--- config.mk ---
export PLATFORM = sky130hd
export DESIGN_NAME = mjpeg_stream_deframer_top
export DESIGN_NICKNAME = d
export VERILOG_FILES = /design/src/msd_pkg.sv /design/src/mjpeg_stream_deframer_top.sv
export SDC_FILE = /design/constraint.sdc
export NUM_CORES = 1
export LEC_CHECK = 0
export BUFFER_PORTS_ARGS = -buffer_cell sky130_fd_sc_hd__buf_4
export CORE_MARGIN = 4
export CORE_UTILIZATION = 50
export DETAILED_ROUTE_END_ITERATION = 8
export GPL_ROUTABILITY_DRIVEN = 0
export PLACE_DENSITY = 0.71
export SETUP_SLACK_MARGIN = 0.05
export SYNTH_ARGS = -nofsm -noshare
export SYNTH_HDL_FRONTEND = slang
export SYNTH_SLANG_ARGS = --single-unit
export TNS_END_PERCENT = 20
--- constraint.sdc ---
create_clock -name i_clk -period 5.77 [get_ports i_clk]
set_input_delay 0 -clock i_clk [delete_from_list [all_inputs] [get_ports i_clk]]
set_output_delay 0 -clock i_clk [all_outputs]
set_load 0.05 [all_outputs]
--- src/msd_pkg.sv ---
// shared types, constants and tag lookups for the mjpeg stream deframer
package msd_pkg;

    localparam int HEADER_BYTES_DEF = 50;
    localparam int SIZE_BITS_DEF    = 24;

    localparam int POS_W = 6;
    localparam logic [POS_W-1:0] POS_MAX = '1;

    localparam logic [7:0] LINE_FEED   = 8'h0A;
    localparam logic [7:0] CHAR_SPACE  = 8'h20;
    localparam logic [7:0] CHAR_TAB    = 8'h09;
    localparam logic [7:0] CHAR_CR     = 8'h0D;
    localparam logic [7:0] CHAR_ZERO   = 8'h30;
    localparam logic [7:0] CHAR_NINE   = 8'h39;

    localparam logic [POS_W-1:0] FIXED_TAG_LEN  = 6'd5;
    localparam logic [POS_W-1:0] NUM_FIRST_POS  = 6'd5;
    localparam logic [POS_W-1:0] NUM_LAST_POS   = 6'd12;
    localparam logic [POS_W-1:0] LENGTH_TAG_LEN = 6'd15;
    localparam logic [POS_W-1:0] LENGTH_NUM_POS = 6'd16;

    typedef enum logic [5:0] {
        PH_FIXED     = 6'b000001,
        PH_FIRSTLINE = 6'b000010,
        PH_LINE      = 6'b000100,
        PH_SKIP      = 6'b001000,
        PH_DATA      = 6'b010000,
        PH_DONE      = 6'b100000
    } t_phase;

    typedef enum logic [1:0] {
        KIND_MULTI   = 2'd0,
        KIND_FIXED   = 2'd1,
        KIND_UNKNOWN = 2'd2
    } t_kind;

    typedef enum logic [2:0] {
        STG_NONE   = 3'b001,
        STG_DIGITS = 3'b010,
        STG_AFTER  = 3'b100
    } t_stage;

    // "mjpeg"
    function automatic logic [7:0] fixed_tag(input logic [2:0] idx);
        logic [7:0] ch;
        unique case (idx)
            3'd0:    ch = 8'h6D;
            3'd1:    ch = 8'h6A;
            3'd2:    ch = 8'h70;
            3'd3:    ch = 8'h65;
            3'd4:    ch = 8'h67;
            default: ch = 8'h00;
        endcase
        return ch;
    endfunction

    // "Content-Length:"
    function automatic logic [7:0] length_tag(input logic [3:0] idx);
        logic [7:0] ch;
        unique case (idx)
            4'd0:    ch = 8'h43;
            4'd1:    ch = 8'h6F;
            4'd2:    ch = 8'h6E;
            4'd3:    ch = 8'h74;
            4'd4:    ch = 8'h65;
            4'd5:    ch = 8'h6E;
            4'd6:    ch = 8'h74;
            4'd7:    ch = 8'h2D;
            4'd8:    ch = 8'h4C;
            4'd9:    ch = 8'h65;
            4'd10:   ch = 8'h6E;
            4'd11:   ch = 8'h67;
            4'd12:   ch = 8'h74;
            4'd13:   ch = 8'h68;
            4'd14:   ch = 8'h3A;
            default: ch = 8'h00;
        endcase
        return ch;
    endfunction

endpackage

--- src/mjpeg_stream_deframer_top.sv ---
// mjpeg stream deframer: header parsing, payload pass-through and frame counting
//
// Usage: the http body enters one byte per transfer on the input channel
// (i_valid / o_stall, fields i_stream_byte and i_restart). Payload bytes leave
// on the output channel (o_valid / i_stall) with frame_end, frame_number and
// stream_kind. Header bytes produce no output transfer.
// The first header picks the stream kind: a "mjpeg" prefix means fixed-size
// headers of HEADER_BYTES bytes, anything else means multipart lines with a
// "Content-Length:" line. After max_frames frames all bytes are dropped until
// a byte arrives with i_restart set.
// A payload byte appears on o_valid in the cycle after its transfer.
// Throughput: one byte per cycle while o_stall is low, set by the single
// parse stage feeding the output register; parse state updates per transfer.
// Stall: while a result sits in the output register and i_stall is high,
// o_stall is raised and no input is taken; otherwise input flows freely.
// Reset: synchronous, active low; parser to stream-kind detection, max_frames
// to 1. User must write max_frames (i_cfg_we) only while idle; not enforced.
module mjpeg_stream_deframer_top #(
    parameter int HEADER_BYTES = msd_pkg::HEADER_BYTES_DEF,
    parameter int SIZE_BITS    = msd_pkg::SIZE_BITS_DEF
) (
    input  logic       i_clk,
    input  logic       i_rst_n,
    input  logic       i_cfg_we,
    input  logic [7:0] i_cfg_data,
    input  logic       i_valid,
    output logic       o_stall,
    input  logic [7:0] i_stream_byte,
    input  logic       i_restart,
    output logic       o_valid,
    input  logic       i_stall,
    output logic [7:0] o_payload_byte,
    output logic       o_frame_end,
    output logic [7:0] o_frame_number,
    output logic       o_stream_kind
);
    import msd_pkg::*;

    localparam int PROD_W = SIZE_BITS + 4;
    localparam logic [POS_W-1:0] HDR_LAST = POS_W'(HEADER_BYTES - 1);

    // parser state
    t_phase                 r_phase,  n_phase;
    t_kind                  r_kind,   n_kind;
    logic [POS_W-1:0]       r_pos,    n_pos;
    logic                   r_prefix, n_prefix;
    logic [SIZE_BITS-1:0]   r_acc,    n_acc;
    logic [SIZE_BITS-1:0]   r_left,   n_left;
    logic [7:0]             r_frames, n_frames;
    logic                   r_bad,    n_bad;
    t_stage                 r_stage,  n_stage;
    logic [7:0]             r_max_frames;

    // output register
    logic                   r_out_valid;
    logic [7:0]             r_out_byte;
    logic                   r_out_end;
    logic [7:0]             r_out_frame;
    logic                   r_out_kind;

    logic                   w_in_xfer;
    logic                   w_emit;
    logic                   w_end;
    logic                   w_is_digit;
    logic                   w_is_blank;
    logic [SIZE_BITS-1:0]   w_acc_base;
    logic [PROD_W-1:0]      w_prod;
    logic                   w_over;
    logic [SIZE_BITS-1:0]   w_left_dec;
    logic [7:0]             w_frames_inc;
    logic                   w_ok;

    assign o_stall   = r_out_valid && i_stall;
    assign w_in_xfer = i_valid && !o_stall;

    assign w_is_digit = (i_stream_byte >= CHAR_ZERO) && (i_stream_byte <= CHAR_NINE);
    assign w_is_blank = (i_stream_byte == CHAR_SPACE) || (i_stream_byte == CHAR_TAB) ||
                        (i_stream_byte == CHAR_CR);

    // acc * 10 + digit, seen from the state after an optional restart
    assign w_acc_base = i_restart ? '0 : r_acc;
    assign w_prod = {1'b0, w_acc_base, 3'b000} + {3'b000, w_acc_base, 1'b0}
                  + {{(PROD_W-4){1'b0}}, i_stream_byte[3:0]};
    assign w_over = |w_prod[PROD_W-1:SIZE_BITS];

    assign w_left_dec   = r_left - 1'b1;
    assign w_frames_inc = r_frames + 8'd1;

    always_comb begin
        n_phase  = r_phase;
        n_kind   = r_kind;
        n_pos    = r_pos;
        n_prefix = r_prefix;
        n_acc    = r_acc;
        n_left   = r_left;
        n_frames = r_frames;
        n_bad    = r_bad;
        n_stage  = r_stage;
        w_emit   = 1'b0;
        w_end    = 1'b0;
        w_ok     = 1'b0;

        if (i_restart) begin
            n_phase  = PH_FIXED;
            n_kind   = KIND_UNKNOWN;
            n_left   = '0;
            n_frames = '0;
            n_pos    = '0;
            n_prefix = 1'b1;
            n_acc    = '0;
            n_bad    = 1'b0;
            n_stage  = STG_NONE;
        end

        unique case (n_phase)
            PH_FIXED: begin
                if (n_pos < FIXED_TAG_LEN && i_stream_byte != fixed_tag(n_pos[2:0])) begin
                    n_prefix = 1'b0;
                end
                if (n_kind == KIND_UNKNOWN && !n_prefix) begin
                    // first line of a multipart stream
                    if (i_stream_byte == LINE_FEED || n_pos >= HDR_LAST) begin
                        n_kind   = KIND_MULTI;
                        n_phase  = PH_LINE;
                        n_pos    = '0;
                        n_prefix = 1'b1;
                        n_acc    = '0;
                        n_bad    = 1'b0;
                        n_stage  = STG_NONE;
                    end else begin
                        n_phase = PH_FIRSTLINE;
                        if (n_pos < POS_MAX) n_pos = n_pos + 1'b1;
                    end
                end else begin
                    if (n_pos >= NUM_FIRST_POS && n_pos <= NUM_LAST_POS) begin
                        if (!w_is_digit) begin
                            n_bad = 1'b1;
                        end else if (!n_bad) begin
                            if (w_over) n_bad = 1'b1;
                            else        n_acc = w_prod[SIZE_BITS-1:0];
                        end
                    end
                    if (n_pos >= HDR_LAST) begin
                        w_ok     = n_prefix && !n_bad && (n_acc != '0);
                        n_kind   = KIND_FIXED;
                        if (w_ok) begin
                            n_left  = n_acc;
                            n_phase = PH_DATA;
                        end
                        n_pos    = '0;
                        n_prefix = 1'b1;
                        n_acc    = '0;
                        n_bad    = 1'b0;
                        n_stage  = STG_NONE;
                    end else if (n_pos < POS_MAX) begin
                        n_pos = n_pos + 1'b1;
                    end
                end
            end
            PH_FIRSTLINE: begin
                if (i_stream_byte == LINE_FEED || n_pos >= HDR_LAST) begin
                    n_kind   = KIND_MULTI;
                    n_phase  = PH_LINE;
                    n_pos    = '0;
                    n_prefix = 1'b1;
                    n_acc    = '0;
                    n_bad    = 1'b0;
                    n_stage  = STG_NONE;
                end else if (n_pos < POS_MAX) begin
                    n_pos = n_pos + 1'b1;
                end
            end
            PH_LINE: begin
                if (n_pos < LENGTH_TAG_LEN && i_stream_byte != length_tag(n_pos[3:0])) begin
                    n_prefix = 1'b0;
                end
                if (i_stream_byte == LINE_FEED) begin
                    w_ok = n_prefix && (n_pos >= LENGTH_TAG_LEN) && !n_bad &&
                           (n_stage != STG_NONE);
                    if (w_ok) begin
                        n_left  = n_acc;
                        n_phase = PH_SKIP;
                    end
                    n_pos    = '0;
                    n_prefix = 1'b1;
                    n_acc    = '0;
                    n_bad    = 1'b0;
                    n_stage  = STG_NONE;
                end else begin
                    if (n_pos >= LENGTH_NUM_POS && n_prefix) begin
                        if (w_is_digit) begin
                            if (n_stage == STG_AFTER) begin
                                n_bad = 1'b1;
                            end else begin
                                n_stage = STG_DIGITS;
                                if (!n_bad) begin
                                    if (w_over) n_bad = 1'b1;
                                    else        n_acc = w_prod[SIZE_BITS-1:0];
                                end
                            end
                        end else if (w_is_blank) begin
                            if (n_stage == STG_DIGITS) n_stage = STG_AFTER;
                        end else begin
                            n_bad = 1'b1;
                        end
                    end
                    if (n_pos < POS_MAX) n_pos = n_pos + 1'b1;
                end
            end
            PH_SKIP: begin
                if (i_stream_byte == LINE_FEED) begin
                    n_pos    = '0;
                    n_prefix = 1'b1;
                    n_acc    = '0;
                    n_bad    = 1'b0;
                    n_stage  = STG_NONE;
                    // zero size: frame skipped, back to line parsing
                    n_phase  = (n_left == '0) ? PH_LINE : PH_DATA;
                end
            end
            PH_DATA: begin
                w_emit = 1'b1;
                w_end  = (w_left_dec == '0);
                n_left = w_left_dec;
                if (w_end) begin
                    n_frames = w_frames_inc;
                    n_pos    = '0;
                    n_prefix = 1'b1;
                    n_acc    = '0;
                    n_bad    = 1'b0;
                    n_stage  = STG_NONE;
                    if (w_frames_inc >= r_max_frames)  n_phase = PH_DONE;
                    else if (n_kind == KIND_FIXED)     n_phase = PH_FIXED;
                    else                               n_phase = PH_LINE;
                end
            end
            PH_DONE: begin
            end
            default: begin
            end
        endcase
    end

    always_ff @(posedge i_clk) begin
        if (!i_rst_n) begin
            r_phase      <= PH_FIXED;
            r_kind       <= KIND_UNKNOWN;
            r_pos        <= '0;
            r_prefix     <= 1'b1;
            r_acc        <= '0;
            r_left       <= '0;
            r_frames     <= '0;
            r_bad        <= 1'b0;
            r_stage      <= STG_NONE;
            r_max_frames <= 8'd1;
            r_out_valid  <= 1'b0;
        end else begin
            if (i_cfg_we) r_max_frames <= i_cfg_data;
            if (w_in_xfer) begin
                r_phase  <= n_phase;
                r_kind   <= n_kind;
                r_pos    <= n_pos;
                r_prefix <= n_prefix;
                r_acc    <= n_acc;
                r_left   <= n_left;
                r_frames <= n_frames;
                r_bad    <= n_bad;
                r_stage  <= n_stage;
            end
            if (!o_stall) r_out_valid <= w_in_xfer && w_emit;
        end
    end

    // result payload, loaded only on a payload byte transfer
    always_ff @(posedge i_clk) begin
        if (w_in_xfer && w_emit) begin
            r_out_byte  <= i_stream_byte;
            r_out_end   <= w_end;
            r_out_frame <= r_frames;
            r_out_kind  <= r_kind[0];
        end
    end

    assign o_valid        = r_out_valid;
    assign o_payload_byte = r_out_byte;
    assign o_frame_end    = r_out_end;
    assign o_frame_number = r_out_frame;
    assign o_stream_kind  = r_out_kind;

    // a frame in progress always has bytes left
    a_data_has_bytes: assert property (@(posedge i_clk) disable iff (!i_rst_n)
        r_phase == PH_DATA |-> r_left != '0)
        else $error("payload phase with zero bytes left");

    // the kind is settled before any payload
    a_data_kind_known: assert property (@(posedge i_clk) disable iff (!i_rst_n)
        r_phase == PH_DATA |-> r_kind != KIND_UNKNOWN)
        else $error("payload phase with unknown stream kind");

    // a stopped parser passes nothing on without a restart
    a_done_silent: assert property (@(posedge i_clk) disable iff (!i_rst_n)
        (w_in_xfer && r_phase == PH_DONE && !i_restart) |=> !r_out_valid)
        else $error("output after frame limit reached");

endmodule
==> impl_metrics.py, run 1 <==
metrics = {
    "status": {
        "status": "finished, final reports clean",
    },
    "worst_setup_path": {
        "cp_max_fo": 13,
        "crit_type": "register to register",
        "cp.arrival_ns": 5.26,
        "critPathBufInv": 1,
        "r2r-start": "r_acc[0]$_SDFFE_PN0P_",
        "r2r_end": "r_left[1]$_SDFFE_PN0P_",
        "worstPathRequired_ns": 6.05,
        "cp-start-kind": "register",
        "worstPathCellList": "nor2b_1 > xor2_1 > ha_1 > fa_1 > a211oi_1 > o21ai_0 > xor2_1 > a2111o_1 > nor4_1 > nor4b_1 > and4bb_2 > mux2i_1 > o21ai_1 > buf_4 > nand2_1 > a211oi_1",
        "r2r.worst_path.cells": 16,
        "crit_path_end_kind": "register",
        "critical_path.max_stage_delay_ns": 0.48,
        "r2r_setup_slack_ns": 0.79,
        "cp_top_family": "simple AND/OR/NAND/NOR gates",
        "slowest_stage": "fa_1",
    },
    "yosys": {
        "synth_flop_cell": "dfxtp_1",
        "syn_area_per_cell_um2": 7.66,
        "yosys.area.top_type": "dfxtp_1",
        "synth_area_um2": 9680,
        "synth.distinct_cells": 88,
        "synth_top_area_frac": 0.174,
        "syn_nets": 1345,
        "seq_area_frac_synth": 0.230,
        "synth_most_common_cell": "a21oi_1",
        "synthTopCellsByArea": "dfxtp_1 (17%), ha_1 (7.5%), a21oi_1 (6.4%)",
        "ys_ff_latch": 102,
        "postSynthCellCount": 1264,
        "synth_common_cells": "a21oi_1 (124), o21ai_0 (106), nand2_1 (105)",
        "synth-edff-count": 18,
        "ys_async_sr_fraction": 0,
        "ys_warn_count": 0,
    },
    "floorplanning": {
        "start_util": 0.512,
        "num_io_pins": 42,
        "num_rows": 50,
        "die-area_um2": 21700,
        "die_height_um": 147,
        "core_area_um2": 18900,
        "die_w_um": 147,
    },
    "timing": {
        "fin_tns_setup_ns": 0,
        "hold_ws_ns": 0.0190,
        "fin_crit_sh": 0.863,
        "slew_violations": 0,
        "period_minus_slack_ns": 4.98,
        "fin_skew_ns": 0.0110,
        "fmax_mhz": 201,
        "setup_viol_count_final": 0,
        "slew_headroom": 0.279,
        "worst_pin_slew_ns": 1.08,
        "rsz0062_at_grt": "false",
        "hold_violations": 0,
    },
    "clock_tree": {
        "ctsHoldBuffers": 18,
        "clock_path_buffers": 2,
        "root_buffer": "clkbuf_16",
        "htreeDepth": 3,
        "clock_sinks": 102,
        "cts_resized": 0,
        "cts_tree": "done",
        "clk_latency_ns": 0.37,
        "cts_made_buffers": 9,
        "cts.clk_slew.worst_paths_ns": 0.09,
        "cts_setup_buffers": 0,
    },
    "global_route": {
        "grt_start_max_net_pins": 86,
        "grt_pass1_wl_um": 49900,
        "antenna_found_initial": 0,
        "gr-total-overflow": 0,
        "grt.total_usage": 0.279,
        "grt_pass1_vias": 9392,
    },
    "job": {
        "drv_cap": 0,
    },
    "routing": {
        "vias": 10100,
        "dr.pass1.iters": 6,
        "antenna_left": 0,
        "dr.first_iter.drc_count": 1010,
        "wire_per_inst_um": 20.1,
        "postRouteWirelength_um": 30800,
        "via_per_inst": 6.59,
        "remaining_drc_errors": 0,
    },
    "place": {
        "port-buffer-count": 41,
        "place_hpwl_um": 21900,
    },
    "min_path": {
        "hold_depth": 3,
        "min_from": "i_cfg_we",
        "hold_class": "input pin to register",
        "hold_end": "r_max_frames[2]$_SDFFE_PN0P_",
    },
    "finish": {
        "n_antenna_cell": 0,
        "num-nets-final": 1349,
        "syn_to_final_growth_pct": 9.65,
        "fillers": 1822,
        "final_layout_size_suffix_gt1_frac": 0.0966,
    },
    "power_and_ir_drop": {
        "peakVddDrop_mv": 0.155,
        "p_leak_nw": 4.26,
        "powerDensity_nw_per_um2": 190,
    },
}
## cells by family (layout without fill, tap and decap cells)
logic type,count (synthesis),count (layout),synth area share
flops,102,102,0.230
buf+inv,116,125,0.0474
mux,49,49,0.0514
simple gates,429,429,0.233
xor+xnor,54,54,0.0488
fa+ha+maj,59,59,0.0770
compound gates,455,455,0.312
## final cells by class
| type | count | area [µm²] | share of cell area |
|---|---|---|---|
| clock buffer | 9 | 225 | 0.0212 |
| clock inverter | 7 | 93.8 | 0.00884 |
| inverter | 33 | 124 | 0.0117 |
| multi-input combinational | 1046 | 7010 | 0.660 |
| sequential | 102 | 2220 | 0.209 |
| tap | 260 | 325 | 0.0306 |
| timing repair buffer | 76 | 616 | 0.0580 |
## routing by layer
layer | part of all wire | up-vias | wire length, µm | global-route usage
li1 | - | 4733 | - | -
met4 | 0.040 | 0 | 1240 | 0.118
met5 | 0 | - | 0 | 0
met1 | 0.42 | 4714 | 13000 | 0.379
met2 | 0.45 | 576 | 13800 | 0.444
met3 | 0.091 | 83 | 2810 | 0.0389
## metrics by stage
stage               instance area (µm²)  worst slack, ns  std cells  utilization  total power [mW]
CTS                               10600            0.915       1533        0.562              2.01
global route                      10600            0.450       1533        0.562              2.12
floorplan                          9680             1.16       1264            -              1.22
detailed placement                10100            0.961       1499        0.535              1.36
global placement                  10100             1.02       1499        0.535              1.35
finish                            10600            0.790       1533        0.562              2.02
## registers in the layout (all words and copies together), names as in the netlist
register / cells
r_acc: 24
r_left: 24
o_frame_number: 8
o_payload_byte: 8
r_frames: 8
r_max_frames: 8
r_phase: 6
r_pos: 6
r_stage: 3
r_kind: 2
o_frame_end: 1
o_stream_kind: 1
o_valid: 1
r_bad: 1
r_prefix: 1
## worst max path at each step
| stage | to | cells past startpoint | slack [ns] | startpoint |
|---|---|---|---|---|
| finish | r_left[1]$_SDFFE_PN0P_ | 16 | 0.79 | r_acc[0]$_SDFFE_PN0P_ |
| global route | r_acc[6]$_SDFFE_PN0P_ | 17 | 0.45 | r_acc[0]$_SDFFE_PN0P_ |
| CTS | r_left[14]$_SDFFE_PN0P_ | 16 | 0.91 | r_acc[0]$_SDFFE_PN0P_ |
| detailed placement | r_left[15]$_SDFFE_PN0P_ | 15 | 0.96 | r_acc[0]$_SDFFE_PN0P_ |
| global placement | r_left[15]$_SDFFE_PN0P_ | 15 | 1.02 | r_acc[0]$_SDFFE_PN0P_ |
| floorplan | r_left[21]$_SDFFE_PN0P_ | 20 | 1.16 | i_restart |
## tightest hold or removal path, cell delays in order
cell     delay, ns
buf_4         0.17
mux2i_1       0.09
nor2b_1       0.09
## report_power, final
part,leakage [nW],internal [mW],switching [mW]
Clock,0.153,0.313,0.339
Combinational,3.25,0.215,0.347
Sequential,0.857,0.753,0.0542
## cell usage in the layout (no fill, tap or decap), drive strengths merged, types with 28 or more instances in the layout
cell type  Yosys  final
a21oi        125    125
o21ai        111    111
nand2        105    105
nor2          91     91
dfxtp         84     84
ha            58     58
buf           17     58
nor2b         52     52
mux2i         43     43
inv           33     34
xnor2         31     31
nand3         30     30
nor3          28     28
Power figures use the tool's default switching activity.
==> run 2, diff against run 1 <==
- CTS_BUF_LIST: default -> sky130_fd_sc_hd__clkbuf_4
- CTS_CLUSTER_SIZE: default -> 25
==> impl_metrics.py, run 2 (synthesis results as in run 1) <==
metrics = {
    "status": {
        "status": "finished, final reports clean",
    },
    "timing": {
        "worst_pin_slew_ns": 1.10,
        "hold_violations": 0,
        "slew_violations": 0,
        "fin_crit_sh": 0.859,
        "period_minus_slack_ns": 4.95,
        "fmax_mhz": 202,
        "slew_headroom": 0.261,
        "hold_ws_ns": 0.0898,
        "setup_viol_count_final": 0,
        "rsz0062_at_grt": "false",
        "fin_skew_ns": 0.0276,
        "fin_tns_setup_ns": 0,
    },
    "global_route": {
        "use_met3": 0.0367,
        "grt_pass1_vias": 9421,
        "gr-total-overflow": 0,
        "grt_pass1_wl_um": 50200,
        "grt_start_max_net_pins": 86,
        "grtUsageMet2": 0.452,
        "globalRouteMet1Util": 0.381,
        "grt.total_usage": 0.280,
        "grt-busiest-layer": "met2",
        "antenna_found_initial": 1,
    },
    "routing": {
        "antenna_left": 0,
        "vias": 10100,
        "via_per_inst": 6.55,
        "wire_per_inst_um": 20.1,
        "remaining_drc_errors": 0,
        "dr.first_iter.drc_count": 1068,
        "postRouteWirelength_um": 31100,
        "dr.pass1.iters": 6,
    },
    "worst_setup_path": {
        "worstPathRequired_ns": 6.21,
        "cp_max_fo": 13,
        "r2r_setup_slack_ns": 0.82,
        "r2r.worst_path.cells": 16,
        "cp.arrival_ns": 5.40,
        "critical_path.max_stage_delay_ns": 0.48,
        "r2r_end": "r_left[14]$_SDFFE_PN0P_",
        "cp_top_family": "simple AND/OR/NAND/NOR gates",
        "cp-start-kind": "register",
        "crit_type": "register to register",
        "r2r-start": "r_acc[0]$_SDFFE_PN0P_",
        "worstPathCellList": "nor2b_1 > xor2_1 > ha_1 > fa_1 > a211oi_1 > o21ai_0 > xor2_1 > a2111o_1 > nor4_1 > nor4b_1 > and4bb_2 > mux2i_1 > o21ai_1 > buf_4 > nand2_1 > a211oi_1",
        "crit_path_end_kind": "register",
        "slowest_stage": "fa_1",
        "critPathBufInv": 1,
    },
    "clock_tree": {
        "cts_tree": "done",
        "htreeDepth": 3,
        "cts_resized": 0,
        "clock_path_buffers": 2,
        "cts_made_buffers": 9,
        "clock_sinks": 102,
        "clk_latency_ns": 0.54,
        "root_buffer": "clkbuf_4",
        "cts.clk_slew.worst_paths_ns": 0.19,
        "cts_setup_buffers": 0,
    },
    "floorplanning": {
        "core_area_um2": 18900,
        "die_w_um": 147,
        "start_util": 0.512,
        "die_height_um": 147,
        "num_rows": 50,
        "num_io_pins": 42,
        "die-area_um2": 21700,
    },
    "power_and_ir_drop": {
        "p_leak_nw": 4.22,
        "powerDensity_nw_per_um2": 170,
        "peakVddDrop_mv": 0.0928,
    },
    "finish": {
        "finalCoreUtilization": 0.558,
        "final_layout_size_suffix_gt1_frac": 0.0959,
        "num-nets-final": 1358,
        "reg_top3": "r_acc (24), r_left (24)",
        "syn_to_final_growth_pct": 8.98,
        "final_cell_mix": "a21oi_1 (124), o21ai_0 (106), nand2_1 (105)",
        "final_cells": 1543,
        "final_common_cell": "a21oi_1",
    },
    "min_path": {
        "hold_class": "input pin to register",
        "hold_end": "r_phase[2]$_SDFFE_PN0P_",
        "hold_depth": 5,
        "min_from": "i_valid",
    },
    "place": {
        "dp.cells": 1499,
        "port-buffer-count": 41,
        "place_hpwl_um": 21900,
    },
    "job": {
        "drv_cap": 0,
    },
}
run 2: layer usage:
layer	vias to the layer above	wire length, µm	share of wire
met2	534	13900	0.45
met1	4716	13200	0.43
met3	90	2680	0.086
met5	-	0	0
li1	4760	-	-
met4	0	1260	0.040
run 2: area by class of cell:
type | count | area (µm²)
Antenna cell | 1 | 2.50
Fill cell | 1825 | 8340
Timing Repair Buffer | 85 | 706
Inverter | 33 | 124
Clock buffer | 9 | 67.6
Multi-Input combinational cell | 1046 | 7010
Tap cell | 260 | 325
Sequential cell | 102 | 2220
Clock inverter | 7 | 93.8
run 2: report_power, final:
part / total [mW] / switching, mW / internal, mW / leakage, nW
combinational: 0.571 / 0.350 / 0.221 / 3.28
clock: 0.419 / 0.311 / 0.107 / 0.0833
sequential: 0.809 / 0.0543 / 0.755 / 0.857
total: 1.80 / 0.715 / 1.08 / 4.22
run 2: worst max-delay path by stage:
stage | depth (start not counted) | slack, ns | endpoint | startpoint
after floorplan | 20 | 1.16 | r_left[21]$_SDFFE_PN0P_ | i_restart
after global placement | 15 | 1.02 | r_left[15]$_SDFFE_PN0P_ | r_acc[0]$_SDFFE_PN0P_
after detailed placement | 15 | 0.96 | r_left[15]$_SDFFE_PN0P_ | r_acc[0]$_SDFFE_PN0P_
after CTS | 16 | 0.88 | r_left[14]$_SDFFE_PN0P_ | r_acc[0]$_SDFFE_PN0P_
after global routing | 17 | 0.43 | r_acc[6]$_SDFFE_PN0P_ | r_acc[0]$_SDFFE_PN0P_
final | 16 | 0.82 | r_left[14]$_SDFFE_PN0P_ | r_acc[0]$_SDFFE_PN0P_
run 2: stage by stage:
| step | setup slack, ns | power [mW] | instance area, µm² |
|---|---|---|---|
| 6_report | 0.816 | 1.80 | 10600 |
| 5_1_grt | 0.428 | 1.89 | 10600 |
| 4_1_cts | 0.884 | 1.79 | 10500 |
| 3_5_place_dp | 0.961 | 1.36 | 10100 |
| 3_3_place_gp | 1.02 | 1.35 | 10100 |
| 2_1_floorplan | 1.16 | 1.22 | 9680 |
run 2: what timing repair did:
item / in CTS / in global routing
hold buffers: 27 / 0
endpoints found under the setup margin: 0 / 0
endpoints found under the hold margin: 19 / 0
run 2: worst register-to-register path: cells and delay by family (launching register included):
family | cells | cell delay, ns
mux | 1 | 0.12
buf+inv | 1 | 0.25
xor+xnor | 2 | 0.42
flops | 1 | 0.43
fa+ha+maj | 2 | 0.76
simple gates | 5 | 1.47
compound gates | 5 | 1.41
==> run 3, diff against run 2 <==
==> constraint.sdc (replaced) <==
create_clock -name i_clk -period 5.77 [get_ports i_clk]
set_input_delay 1.154 -clock i_clk [delete_from_list [all_inputs] [get_ports i_clk]]
set_output_delay 1.154 -clock i_clk [all_outputs]
set_load 0.05 [all_outputs]
==> impl_metrics.py, run 3 (synthesis results as in run 1) <==
metrics = {
    "routing": {
        "dr.first_iter.drc_count": 957,
        "via_per_inst": 6.49,
        "vias": 10000,
        "remaining_drc_errors": 0,
        "antenna_left": 0,
        "wire_per_inst_um": 19.5,
        "postRouteWirelength_um": 30100,
        "dr.pass1.iters": 5,
    },
    "floorplanning": {
        "num_io_pins": 42,
        "num_rows": 50,
        "die_height_um": 147,
        "core_area_um2": 18900,
        "start_util": 0.512,
        "die-area_um2": 21700,
        "die_w_um": 147,
    },
    "clock_tree": {
        "clock_sinks": 102,
        "cts_tree": "done",
        "htreeDepth": 3,
        "cts.clk_slew.worst_paths_ns": 0.21,
        "ctsHoldBuffers": 0,
        "root_buffer": "clkbuf_4",
        "cts_made_buffers": 9,
        "cts_resized": 0,
        "clk_latency_ns": 0.53,
        "cts_setup_buffers": 0,
        "clock_path_buffers": 2,
    },
    "timing": {
        "hold_ws_ns": 0.514,
        "slew_violations": 0,
        "rsz0062_at_grt": "false",
        "fin_tns_setup_ns": 0,
        "slew_headroom": 0.303,
        "period_minus_slack_ns": 5.40,
        "hold_violations": 0,
        "setup_viol_count_final": 0,
        "fmax_mhz": 185,
        "fin_crit_sh": 0.935,
        "fin_skew_ns": 0.0288,
        "worst_pin_slew_ns": 1.04,
    },
    "min_path": {
        "hold_depth": 0,
        "hold_end": "o_frame_number[7]$_DFFE_PP_",
        "hold_class": "register to register",
        "min_from": "r_frames[7]$_SDFFE_PN0P_",
    },
    "power_and_ir_drop": {
        "pwr-share-comb": 0.314,
        "power.internal_mw": 1.08,
        "peakVddDrop_mv": 0.101,
        "p_leak_nw": 4.26,
        "finalPower_mw": 1.78,
        "switching_share": 0.396,
        "p_sw_uw": 705,
        "power_frac_seq": 0.454,
        "clkPwrFrac": 0.233,
        "powerDensity_nw_per_um2": 169,
    },
    "worst_setup_path": {
        "crit_type": "input pin to register",
        "r2r-start": "r_acc[15]$_SDFFE_PN0P_",
        "r2r_end": "r_acc[6]$_SDFFE_PN0P_",
        "r2r.worst_path.cells": 16,
        "cp-start-kind": "input pin",
        "worstPathRequired_ns": 6.27,
        "crit_path_end_kind": "register",
        "r2r_setup_slack_ns": 0.83,
        "cp.arrival_ns": 5.89,
        "cp_max_fo": 12,
    },
    "finish": {
        "final_cells": 1544,
        "reg_top3": "r_acc (24), r_left (24)",
        "final_layout_size_suffix_gt1_frac": 0.118,
        "final_common_cell": "a21oi_1",
        "finalCoreUtilization": 0.557,
        "final_cell_mix": "a21oi_1 (124), o21ai_0 (106), nand2_1 (105)",
        "num-nets-final": 1359,
        "syn_to_final_growth_pct": 8.62,
    },
    "place": {
        "place_hpwl_um": 22000,
        "dp.cells": 1527,
        "port-buffer-count": 41,
    },
    "global_route": {
        "antenna_found_initial": 1,
        "grt_start_max_net_pins": 86,
        "grt_pass1_wl_um": 48700,
        "gr-total-overflow": 0,
        "grt.total_usage": 0.270,
        "grt_pass1_vias": 9272,
    },
    "status": {
        "status": "finished, final reports clean",
    },
    "job": {
        "drv_cap": 0,
    },
}
==> run 3: changes by cell type in the layout (fill, tap and decap cells not counted), sizes merged <==
| cell | change |
|---|---|
| buf | +28 |
| dlygate4sd3 | -27 |
==> run 3: worst max path at each step <==
stage,start,to,slack (ns),cells after the start
floorplan,i_restart,r_left[21]$_SDFFE_PN0P_,0.09,20
global placement,i_restart,r_acc[6]$_SDFFE_PN0P_,0.09,18
detailed placement,i_restart,r_acc[6]$_SDFFE_PN0P_,-0.05,18
CTS,i_restart,r_acc[6]$_SDFFE_PN0P_,0.51,18
global route,i_restart,r_acc[6]$_SDFFE_PN0P_,0.16,18
finish,i_restart,r_acc[6]$_SDFFE_PN0P_,0.37,18
==> run 3: final cells by class <==
| cell class | count | area [µm²] |
|---|---|---|
| Fill cell | 1834 | 8380 |
| Multi-Input combinational cell | 1046 | 7010 |
| Timing Repair Buffer | 86 | 671 |
| Inverter | 33 | 124 |
| Clock inverter | 7 | 93.8 |
| Tap cell | 260 | 325 |
| Sequential cell | 102 | 2220 |
| Clock buffer | 9 | 67.6 |
| Antenna cell | 1 | 2.50 |
==> run 3: metal layers <==
layer / up-vias / GRT usage / part of all wire
met5: - / 0 / 0
met4: 0 / 0.115 / 0.041
met3: 94 / 0.0509 / 0.084
met2: 500 / 0.423 / 0.45
met1: 4645 / 0.364 / 0.43
li1: 4775 / - / -
==> run 3: stage by stage <==
stage / area, µm² / setup WS, ns
3_3_place_gp: 10400 / 0.0903
2_1_floorplan: 9680 / 0.0905
4_1_cts: 10500 / 0.513
3_5_place_dp: 10400 / -0.0548
6_report: 10500 / 0.373
5_1_grt: 10500 / 0.164
==> run 3: power by group through the flow <==
| stage | registers, mW | logic, mW | clock network (mW) |
|---|---|---|---|
| 2_1_floorplan | 0.794 | 0.425 | 0 |
| 3_3_place_gp | 0.820 | 0.539 | 0 |
| 3_5_place_dp | 0.820 | 0.545 | 0 |
| 4_1_cts | 0.806 | 0.547 | 0.425 |
| 5_1_grt | 0.812 | 0.611 | 0.448 |
| 6_report | 0.809 | 0.559 | 0.414 |
==> run 3: critical path: stages <==
cell and delay, ns:
buf_4 0.13, buf_4 0.18, nor2b_1 0.48, ha_1 0.34
ha_1 0.39, a21oi_1 0.27, o21ai_0 0.16, a211oi_2 0.24
a21boi_1 0.19, a31oi_1 0.38, a31oi_1 0.19, buf_4 0.19
or3_1 0.42, buf_4 0.21, nor2_2 0.40, a32oi_1 0.13
o221ai_1 0.24, o211a_1 0.18
